--- src/hdl/assert_macros.svh ---
`ifndef ASSERT_MACROS_SVH
`define ASSERT_MACROS_SVH

// cond must hold at every clock edge out of reset
`define RWL_ASSERT_ALWAYS(label, cond, msg) \
  label: assert property (@(posedge clk) disable iff (rst) (cond)) else $error(msg);

// ante implies cons in the same cycle
`define RWL_ASSERT_IMP(label, ante, cons, msg) \
  label: assert property (@(posedge clk) disable iff (rst) (ante) |-> (cons)) else $error(msg);

`endif

--- src/hdl/rwl_pkg.sv ---
package rwl_pkg;

  localparam int unsigned TID_W    = 8;
  localparam int unsigned RC_W     = 9;
  localparam int unsigned STATUS_W = 3;
  localparam logic [RC_W-1:0] MAX_READERS = 9'd256;

  typedef enum logic [1:0] {
    OP_READ_LOCK    = 2'd0,
    OP_READ_UNLOCK  = 2'd1,
    OP_WRITE_LOCK   = 2'd2,
    OP_WRITE_UNLOCK = 2'd3
  } op_t;

  typedef enum logic [STATUS_W-1:0] {
    ST_GRANTED  = 3'd0,
    ST_QUEUED   = 3'd1,
    ST_FULL     = 3'd2,
    ST_RELEASED = 3'd3,
    ST_MISUSE   = 3'd4
  } status_t;

  typedef enum logic [2:0] {
    S_IDLE  = 3'b001,
    S_EXEC  = 3'b010,
    S_DRAIN = 3'b100
  } state_t;

  typedef enum logic [1:0] {
    CNT_HOLD    = 2'd0,
    CNT_INC_SAT = 2'd1,
    CNT_DEC     = 2'd2
  } cnt_op_t;

  typedef struct packed {
    logic is_zero;
    logic is_one;
    logic at_max;
  } cnt_stat_t;

  typedef struct packed {
    logic empty;
    logic full;
    logic one;
  } q_stat_t;

endpackage

--- src/hdl/rwl_req_if.sv ---
interface rwl_req_if;
  logic                     valid;
  logic                     ready;
  logic [1:0]               op;
  logic [rwl_pkg::TID_W-1:0] tid;

  modport source (output valid, op, tid, input ready);
  modport sink   (input valid, op, tid, output ready);
endinterface

--- src/hdl/rwl_rsp_if.sv ---
interface rwl_rsp_if;
  logic                        valid;
  logic                        ready;
  logic [rwl_pkg::STATUS_W-1:0] status;
  logic                        woken_valid;
  logic [rwl_pkg::TID_W-1:0]    woken_tid;
  logic                        woken_as_writer;
  logic [rwl_pkg::RC_W-1:0]     active_readers;
  logic                        last;

  modport source (output valid, status, woken_valid, woken_tid, woken_as_writer,
                  active_readers, last, input ready);
  modport sink   (input valid, status, woken_valid, woken_tid, woken_as_writer,
                  active_readers, last, output ready);
endinterface

--- src/hdl/rwl_cnt_unit.sv ---
module rwl_cnt_unit (
  input  logic [rwl_pkg::RC_W-1:0] count,
  input  rwl_pkg::cnt_op_t         op,
  output logic [rwl_pkg::RC_W-1:0] result,
  output rwl_pkg::cnt_stat_t       stat
);

  always_comb begin
    stat.is_zero = (count == '0);
    stat.is_one  = (count == rwl_pkg::RC_W'(1));
    stat.at_max  = (count >= rwl_pkg::MAX_READERS);
    case (op)
      rwl_pkg::CNT_HOLD:    result = count;
      rwl_pkg::CNT_INC_SAT: result = stat.at_max ? count : count + rwl_pkg::RC_W'(1);
      rwl_pkg::CNT_DEC:     result = count - rwl_pkg::RC_W'(1);
      default:              result = count;
    endcase
  end

endmodule

--- src/hdl/rwl_wait_q.sv ---
module rwl_wait_q #(
  parameter int unsigned DEPTH = 32
) (
  input  logic                      clk,
  input  logic                      rst,
  input  logic                      push,
  input  logic [rwl_pkg::TID_W-1:0] push_data,
  input  logic                      pop,
  output logic [rwl_pkg::TID_W-1:0] head_data,
  output rwl_pkg::q_stat_t          stat
);

  localparam int unsigned PTR_W  = $clog2(DEPTH);
  localparam int unsigned FILL_W = $clog2(DEPTH + 1);
  localparam logic [PTR_W-1:0] LAST_PTR = PTR_W'(DEPTH - 1);

  logic [rwl_pkg::TID_W-1:0] mem [DEPTH];
  logic [PTR_W-1:0]  head, head_next, tail, tail_next, rd_addr;
  logic [FILL_W-1:0] fill, fill_next;

  always_comb begin
    head_next = head;
    tail_next = tail;
    fill_next = fill;
    if (pop) begin
      head_next = (head == LAST_PTR) ? '0 : head + PTR_W'(1);
      fill_next = fill_next - FILL_W'(1);
    end
    if (push) begin
      tail_next = (tail == LAST_PTR) ? '0 : tail + PTR_W'(1);
      fill_next = fill_next + FILL_W'(1);
    end
    rd_addr    = head_next;
    stat.empty = (fill == '0);
    stat.full  = (fill == FILL_W'(DEPTH));
    stat.one   = (fill == FILL_W'(1));
  end

  always_ff @(posedge clk) begin
    if (rst) begin
      head <= '0;
      tail <= '0;
      fill <= '0;
    end else begin
      head <= head_next;
      tail <= tail_next;
      fill <= fill_next;
    end
  end

  always_ff @(posedge clk) begin
    if (push) begin
      mem[tail] <= push_data;
    end
    head_data <= mem[rd_addr];
  end

endmodule

--- src/hdl/reader_writer_lock_manager_core.sv ---
// A request is accepted in S_IDLE and captured on the move to S_EXEC; in S_EXEC, once the
// result slot is free, its result is registered.
// A write release that wakes N queued readers goes on to S_DRAIN, which gives one result
// per cycle, N in all; a result that waits holds the block for as long as it waits.
// A new request is taken only in S_IDLE, once the last one's results have all been registered.
// Reset (rst, synchronous): no reader, no writer, both wait queues empty.
`include "assert_macros.svh"

module reader_writer_lock_manager_core #(
  parameter int unsigned QUEUE_DEPTH = 32
) (
  input  logic      clk,
  input  logic      rst,
  rwl_req_if.sink   req,
  rwl_rsp_if.source rsp
);

  rwl_pkg::state_t state, state_next;

  rwl_pkg::op_t               req_op;
  logic [rwl_pkg::TID_W-1:0]  req_tid;

  logic [rwl_pkg::RC_W-1:0]   reader_count, reader_count_next;
  logic                       writer_held, writer_held_next;
  logic [rwl_pkg::TID_W-1:0]  writer_id, writer_id_next;

  logic                       rsp_valid;
  rwl_pkg::status_t           rsp_status;
  logic                       rsp_woken_valid;
  logic [rwl_pkg::TID_W-1:0]  rsp_woken_tid;
  logic                       rsp_woken_as_writer;
  logic [rwl_pkg::RC_W-1:0]   rsp_active_readers;
  logic                       rsp_last;

  logic                       emit, slot_free;
  rwl_pkg::status_t           e_status;
  logic                       e_wv, e_ww, e_last;
  logic [rwl_pkg::TID_W-1:0]  e_wt;

  rwl_pkg::cnt_op_t           cnt_op;
  logic [rwl_pkg::RC_W-1:0]   cnt_res;
  rwl_pkg::cnt_stat_t         cnt_stat;

  logic                       rq_push, rq_pop, wq_push, wq_pop;
  logic [rwl_pkg::TID_W-1:0]  rq_data, wq_data;
  rwl_pkg::q_stat_t           rq_stat, wq_stat;

  rwl_cnt_unit u_cnt (
    .count  (reader_count),
    .op     (cnt_op),
    .result (cnt_res),
    .stat   (cnt_stat)
  );

  rwl_wait_q #(.DEPTH(QUEUE_DEPTH)) u_read_q (
    .clk       (clk),
    .rst       (rst),
    .push      (rq_push),
    .push_data (req_tid),
    .pop       (rq_pop),
    .head_data (rq_data),
    .stat      (rq_stat)
  );

  rwl_wait_q #(.DEPTH(QUEUE_DEPTH)) u_write_q (
    .clk       (clk),
    .rst       (rst),
    .push      (wq_push),
    .push_data (req_tid),
    .pop       (wq_pop),
    .head_data (wq_data),
    .stat      (wq_stat)
  );

  assign req.ready = (state == rwl_pkg::S_IDLE);
  assign slot_free = !rsp_valid || rsp.ready;

  always_comb begin
    state_next        = state;
    reader_count_next = cnt_res;
    writer_held_next  = writer_held;
    writer_id_next    = writer_id;
    cnt_op            = rwl_pkg::CNT_HOLD;
    emit              = 1'b0;
    e_status          = rwl_pkg::ST_GRANTED;
    e_wv              = 1'b0;
    e_wt              = '0;
    e_ww              = 1'b0;
    e_last            = 1'b1;
    rq_push           = 1'b0;
    rq_pop            = 1'b0;
    wq_push           = 1'b0;
    wq_pop            = 1'b0;
    case (state)
      rwl_pkg::S_IDLE: begin
        if (req.valid) begin
          state_next = rwl_pkg::S_EXEC;
        end
      end
      rwl_pkg::S_EXEC: begin
        if (slot_free) begin
          emit       = 1'b1;
          state_next = rwl_pkg::S_IDLE;
          case (req_op)
            rwl_pkg::OP_READ_LOCK: begin
              if (!writer_held && wq_stat.empty) begin
                if (cnt_stat.at_max) begin
                  e_status = rwl_pkg::ST_FULL;
                end else begin
                  cnt_op   = rwl_pkg::CNT_INC_SAT;
                  e_status = rwl_pkg::ST_GRANTED;
                end
              end else if (rq_stat.full) begin
                e_status = rwl_pkg::ST_FULL;
              end else begin
                rq_push  = 1'b1;
                e_status = rwl_pkg::ST_QUEUED;
              end
            end
            rwl_pkg::OP_READ_UNLOCK: begin
              if (cnt_stat.is_zero) begin
                e_status = rwl_pkg::ST_MISUSE;
              end else begin
                cnt_op   = rwl_pkg::CNT_DEC;
                e_status = rwl_pkg::ST_RELEASED;
                if (cnt_stat.is_one && !wq_stat.empty) begin
                  wq_pop           = 1'b1;
                  writer_held_next = 1'b1;
                  writer_id_next   = wq_data;
                  e_wv             = 1'b1;
                  e_wt             = wq_data;
                  e_ww             = 1'b1;
                end
              end
            end
            rwl_pkg::OP_WRITE_LOCK: begin
              if (cnt_stat.is_zero && !writer_held) begin
                writer_held_next = 1'b1;
                writer_id_next   = req_tid;
                e_status         = rwl_pkg::ST_GRANTED;
              end else if (wq_stat.full) begin
                e_status = rwl_pkg::ST_FULL;
              end else begin
                wq_push  = 1'b1;
                e_status = rwl_pkg::ST_QUEUED;
              end
            end
            rwl_pkg::OP_WRITE_UNLOCK: begin
              if (!writer_held) begin
                e_status = rwl_pkg::ST_MISUSE;
              end else begin
                writer_held_next = 1'b0;
                writer_id_next   = '0;
                e_status         = rwl_pkg::ST_RELEASED;
                if (!rq_stat.empty) begin
                  emit       = 1'b0;
                  state_next = rwl_pkg::S_DRAIN;
                end else if (cnt_stat.is_zero && !wq_stat.empty) begin
                  wq_pop           = 1'b1;
                  writer_held_next = 1'b1;
                  writer_id_next   = wq_data;
                  e_wv             = 1'b1;
                  e_wt             = wq_data;
                  e_ww             = 1'b1;
                end
              end
            end
            default: begin
              e_status = rwl_pkg::ST_MISUSE;
            end
          endcase
        end
      end
      rwl_pkg::S_DRAIN: begin
        if (slot_free) begin
          emit     = 1'b1;
          rq_pop   = 1'b1;
          cnt_op   = rwl_pkg::CNT_INC_SAT;
          e_status = rwl_pkg::ST_RELEASED;
          e_wv     = 1'b1;
          e_wt     = rq_data;
          e_last   = rq_stat.one;
          if (rq_stat.one) begin
            state_next = rwl_pkg::S_IDLE;
          end
        end
      end
      default: begin
        state_next = rwl_pkg::S_IDLE;
      end
    endcase
  end

  always_ff @(posedge clk) begin
    if (rst) begin
      state        <= rwl_pkg::S_IDLE;
      reader_count <= '0;
      writer_held  <= 1'b0;
      writer_id    <= '0;
      rsp_valid    <= 1'b0;
    end else begin
      state        <= state_next;
      reader_count <= reader_count_next;
      writer_held  <= writer_held_next;
      writer_id    <= writer_id_next;
      if (emit) begin
        rsp_valid <= 1'b1;
      end else if (rsp.ready) begin
        rsp_valid <= 1'b0;
      end
    end
  end

  always_ff @(posedge clk) begin
    if (req.valid && req.ready) begin
      req_op  <= rwl_pkg::op_t'(req.op);
      req_tid <= req.tid;
    end
    if (emit) begin
      rsp_status          <= e_status;
      rsp_woken_valid     <= e_wv;
      rsp_woken_tid       <= e_wt;
      rsp_woken_as_writer <= e_ww;
      rsp_active_readers  <= reader_count_next;
      rsp_last            <= e_last;
    end
  end

  assign rsp.valid           = rsp_valid;
  assign rsp.status          = rsp_status;
  assign rsp.woken_valid     = rsp_woken_valid;
  assign rsp.woken_tid       = rsp_woken_tid;
  assign rsp.woken_as_writer = rsp_woken_as_writer;
  assign rsp.active_readers  = rsp_active_readers;
  assign rsp.last            = rsp_last;

  `RWL_ASSERT_ALWAYS(a_rc_bound, reader_count <= rwl_pkg::MAX_READERS, "reader count overflow")
  `RWL_ASSERT_IMP(a_excl, writer_held, reader_count == '0, "writer and readers both hold")
  `RWL_ASSERT_IMP(a_drain_src, state == rwl_pkg::S_DRAIN, !rq_stat.empty, "drain on empty queue")
  `RWL_ASSERT_IMP(a_rd_wait, (state == rwl_pkg::S_IDLE) && !rq_stat.empty,
                  writer_held || !wq_stat.empty, "readers wait with no cause")

endmodule

--- src/flat_wrapper.sv ---
// flat-port wrapper written by rule: the top's interface ports become plain ports
module reader_writer_lock_manager_core_flat 
#(
  parameter int unsigned QUEUE_DEPTH = 32
)
  (clk, rst, req_valid, req_op, req_tid, req_ready, rsp_valid, rsp_status, rsp_woken_valid, rsp_woken_tid, rsp_woken_as_writer, rsp_active_readers, rsp_last, rsp_ready);
  rwl_req_if req_i ();
  rwl_rsp_if rsp_i ();
  input  logic clk;
  input  logic rst;
  input wire logic [$bits(req_i.valid)-1:0] req_valid;
  input wire logic [$bits(req_i.op)-1:0] req_op;
  input wire logic [$bits(req_i.tid)-1:0] req_tid;
  output wire logic [$bits(req_i.ready)-1:0] req_ready;
  output wire logic [$bits(rsp_i.valid)-1:0] rsp_valid;
  output wire logic [$bits(rsp_i.status)-1:0] rsp_status;
  output wire logic [$bits(rsp_i.woken_valid)-1:0] rsp_woken_valid;
  output wire logic [$bits(rsp_i.woken_tid)-1:0] rsp_woken_tid;
  output wire logic [$bits(rsp_i.woken_as_writer)-1:0] rsp_woken_as_writer;
  output wire logic [$bits(rsp_i.active_readers)-1:0] rsp_active_readers;
  output wire logic [$bits(rsp_i.last)-1:0] rsp_last;
  input wire logic [$bits(rsp_i.ready)-1:0] rsp_ready;
  assign req_i.valid = req_valid;
  assign req_i.op = req_op;
  assign req_i.tid = req_tid;
  assign req_ready = req_i.ready;
  assign rsp_valid = rsp_i.valid;
  assign rsp_status = rsp_i.status;
  assign rsp_woken_valid = rsp_i.woken_valid;
  assign rsp_woken_tid = rsp_i.woken_tid;
  assign rsp_woken_as_writer = rsp_i.woken_as_writer;
  assign rsp_active_readers = rsp_i.active_readers;
  assign rsp_last = rsp_i.last;
  assign rsp_i.ready = rsp_ready;
  reader_writer_lock_manager_core #(.QUEUE_DEPTH(QUEUE_DEPTH)) u_core (.clk(clk), .rst(rst), .req(req_i), .rsp(rsp_i));
endmodule
--- config.mk ---
export PLATFORM = sky130hd
export DESIGN_NAME = reader_writer_lock_manager_core_flat
export DESIGN_NICKNAME = d
export VERILOG_FILES = /design/src/hdl/rwl_pkg.sv /design/src/hdl/rwl_req_if.sv /design/src/hdl/rwl_rsp_if.sv /design/src/hdl/rwl_cnt_unit.sv /design/src/hdl/rwl_wait_q.sv /design/src/hdl/reader_writer_lock_manager_core.sv /design/src/flat_wrapper.sv
export VERILOG_INCLUDE_DIRS = /design/src /design/src/hdl
export SDC_FILE = /design/constraint.sdc
export NUM_CORES = 1
export LEC_CHECK = 0
export BUFFER_PORTS_ARGS = -buffer_cell sky130_fd_sc_hd__buf_2
export CAP_MARGIN = 20
export CORE_UTILIZATION = 60
export CTS_CLUSTER_SIZE = 30
export DETAILED_ROUTE_END_ITERATION = 10
export PLACE_DENSITY = 0.76
export SETUP_SLACK_MARGIN = 0.15
export SLEW_MARGIN = 10
export SYNTH_ARGS = -nofsm -noshare
export SYNTH_HDL_FRONTEND = slang
export SYNTH_SLANG_ARGS = --single-unit
--- constraint.sdc ---
create_clock -name clk -period 7.2 [get_ports clk]
set_input_delay 1.08 -clock clk [delete_from_list [all_inputs] [get_ports clk]]
set_output_delay 1.08 -clock clk [all_outputs]
set_load 0.01 [all_outputs]
==> flow_summary.json <==
{
  "status": "finished, violations left",
  "violations": "DRC",
  "cts_buffers": 58,
  "r2r-start": "u_core.u_write_q.fill[0]",
  "min_path_cells": 1,
  "r2r_end": "u_core.u_write_q.head_data[0]",
  "synth-seq-cells": 607,
  "finalHoldWorstSlack_ps": 530,
  "ys_seq_area_share_pct": 70.1,
  "clock.fmax_ghz": 0.220,
  "drive_gt1_share_pct": 13.4,
  "yosysWarnings": 0,
  "wire_per_inst_um": 24.8,
  "hold_path_end": "u_core.rsp.woken_tid[3]",
  "avgSynthCellArea_um2": 14.5,
  "grt_overflow_total": 0,
  "die-area_um2": 42700,
  "detail_route.first_pass.iterations": 8,
  "fin_worst_skew_ps": 30.2,
  "r2r_slack_ps": 2650,
  "gp_congestion": 0.913,
  "drtIter0Drc": 1960,
  "worstHoldStart": "u_core.u_read_q.head_data[3]",
  "grt_max_degree": 109,
  "p_leak_nw": 9.20,
  "synth-edff-count": 545,
  "layout_common_cells": "edfxtp_1 (545), nor2_1 (172), nand2_1 (143), a211oi_1 (85), and3_1 (82)",
  "yosysUniqueCellTypes": 64,
  "reg2reg_depth": 11,
  "io_pins": 39,
  "core-area_um2": 41000,
  "clock-sinks": 607,
  "grt_pass1_wl_um": 85600,
  "vias": 15000,
  "area_delta_synth_final_pct": 10.2,
  "syn_inst": 1726,
  "tightest_slew_ps": 1020,
  "relSlewSlack_pct": 31.6,
  "critical_path_arrival_ps": 5040,
  "drc": 9,
  "nets": 1782,
  "syn_area_um2": 25100,
  "critPathSlowestCell": "and2_2",
  "p_per_area_nw_per_um2": 252,
  "critical_path_buf_inv_count": 1,
  "worstPathMaxFanout": 77,
  "setup_viol": 0,
  "die_h_um": 207,
  "via_per_inst": 6.48,
  "track_usage_pct": 27.1,
  "num_rows": 74,
  "synth.area.top_cells": "edfxtp_1 (65%), mux4_2 (5.7%), dfxtp_1 (4.9%)",
  "ant_nets": 0,
  "synth_top_area_share_pct": 65.2,
  "clk_path_buf_depth": 3,
  "clock-root-buffer": "clkbuf_16",
  "cts.hold.buffers_added": 0,
  "path_cells": "inv_1, ha_1, or4b_1, o2111ai_1, o41a_1, or4_4, and2_2, mux2i_1, a221oi_1, a211oi_1, nor3_1",
  "wl_um": 57600,
  "fillers": 2640,
  "path_class": "reg2reg",
  "final_common_cell": "edfxtp_1",
  "max_stage_delay_ps": 740,
  "io_buffers": 38,
  "yosys.area.top_type": "edfxtp_1",
  "clk_pin_slew_worst_paths_ps": 60,
  "initial_core_util_pct": 61.2,
  "synth_ff_type": "edfxtp_1",
  "grt_pass1_vias": 14400,
  "htree_num_levels": 2,
  "num_antenna_cells": 0,
  "die_w_um": 207,
  "setup-tns-final_ps": 0,
  "clkLatencyLatePin_ps": 630,
  "ys_async_sr_fraction_pct": 0,
  "crit_family": "simple AND/OR/NAND/NOR gates",
  "cp.required_ps": 7690,
  "start_kind": "flip-flop",
  "hpwlAfterDp_um": 33400,
  "maxCapViolations": 0,
  "post_cts_resized": 0,
  "hold_viol": 0,
  "antenna_found_initial": 0,
  "drv_slew": 0,
  "post_cts_buffers": 0,
  "synth_nets": 1766,
  "fin_crit_sh_pct": 63.2,
  "hp-class": "reg2reg",
  "finalCriticalPeriod_ps": 4550,
  "cts_tree": "built",
  "end_kind": "flip-flop",
  "vdd_drop_max_mv": 0.201,
  "fin_util_pct": 67.4,
  "rsz0062_at_grt": "false"
}
-- how the worst max path moves through the flow --
stage / from / endpoint / slack, ps / depth (start not counted)
floorplan: rsp_ready / u_core.rsp.active_readers[0] / 3450 / 3
global placement: rsp_ready / u_core.u_write_q.head_data[7] / 2190 / 10
detailed placement: rsp_ready / u_core.u_write_q.head_data[7] / 2220 / 10
CTS: u_core.u_write_q.fill[0] / u_core.u_write_q.head_data[7] / 2270 / 11
global route: u_core.u_write_q.fill[0] / u_core.u_write_q.head_data[0] / 2400 / 11
finish: u_core.u_write_q.fill[0] / u_core.u_write_q.head_data[0] / 2650 / 11
-- cell type report --
| cell class | count | area, um^2 | share of cell area [%] |
|---|---|---|---|
| Multi-Input combinational cell | 989 | 6970 | 25.2 |
| Timing Repair Buffer | 63 | 430 | 1.56 |
| Clock buffer | 72 | 1550 | 5.59 |
| Tap cell | 532 | 666 | 2.41 |
| Clock inverter | 35 | 354 | 1.28 |
| Inverter | 23 | 86.3 | 0.312 |
| Sequential cell | 607 | 17600 | 63.7 |
-- cells in the mapped netlist, types with 7 or more instances --
cell,count
and3_1,82
nor3_1,23
a21oi_1,54
nand3_1,37
dfxtp_1,62
buf_6,7
nand2_1,143
o22ai_1,10
mux2i_1,18
nor2b_1,14
clkbuf_1,61
nor2_1,172
and2_1,8
a31oi_1,25
xnor2_1,13
o211ai_1,11
nand3b_1,8
a211oi_1,85
nand4_1,13
a22oi_1,12
buf_2,31
inv_1,21
a221oi_1,11
a22o_1,8
mux4_2,64
edfxtp_1,545
o21bai_1,22
o21ai_0,48
ha_1,26
-- report_power, final --
part / switching [W] / total, W / leakage, nW / internal [W]
clock: 0.00129 / 0.00303 / 0.927 / 0.00174
sequential: 0.00000469 / 0.00385 / 5.41 / 0.00385
combinational: 0.0000756 / 0.0000865 / 2.86 / 0.0000109
-- state kept, by name (all words and copies together) (netlist names), 6 cells and up --
name and flops:
u_core.u_write_q.mem 256, u_core.u_read_q.fill 6, u_core.rsp.woken_tid 8, u_core.reader_count 9, u_core.req_tid 8, u_core.u_write_q.fill 6, u_core.u_read_q.mem 256, u_core.u_write_q.head_data 8
u_core.rsp.active_readers 9, u_core.u_read_q.head_data 8
-- kinds of logic (layout without fill, tap and decap cells) --
| group | after synthesis | after routing | share of synthesized area (%) |
|---|---|---|---|
| AND/OR/NAND/NOR | 545 | 545 | 10.6 |
| adder cells (fa/ha/maj) | 26 | 26 | 1.30 |
| flip-flops | 607 | 607 | 70.1 |
| multiplexers | 82 | 82 | 6.46 |
| AO/OA/AOI/OAI | 317 | 317 | 8.54 |
| buffers and inverters | 130 | 193 | 2.35 |
| XOR/XNOR | 19 | 19 | 0.663 |
-- per-layer routing --
layer	share of wire, %	global-route usage (%)
met4	2.8	9.74
met1	40	38.3
met3	9.3	4.80
met2	48	42.8
met5	0	0
-- stage by stage --
step	setup slack, ps	area (um^2)	total power (W)	std cells
detailed placement	2220	25700	0.00401	2212
floorplan	3450	25100	0.00397	1726
finish	2650	27700	0.00697	2321
global placement	2190	25700	0.00401	2212
global route	2400	27700	0.00712	2321
CTS	2270	27600	0.00699	2319
(Power assumes the default switching activity.)
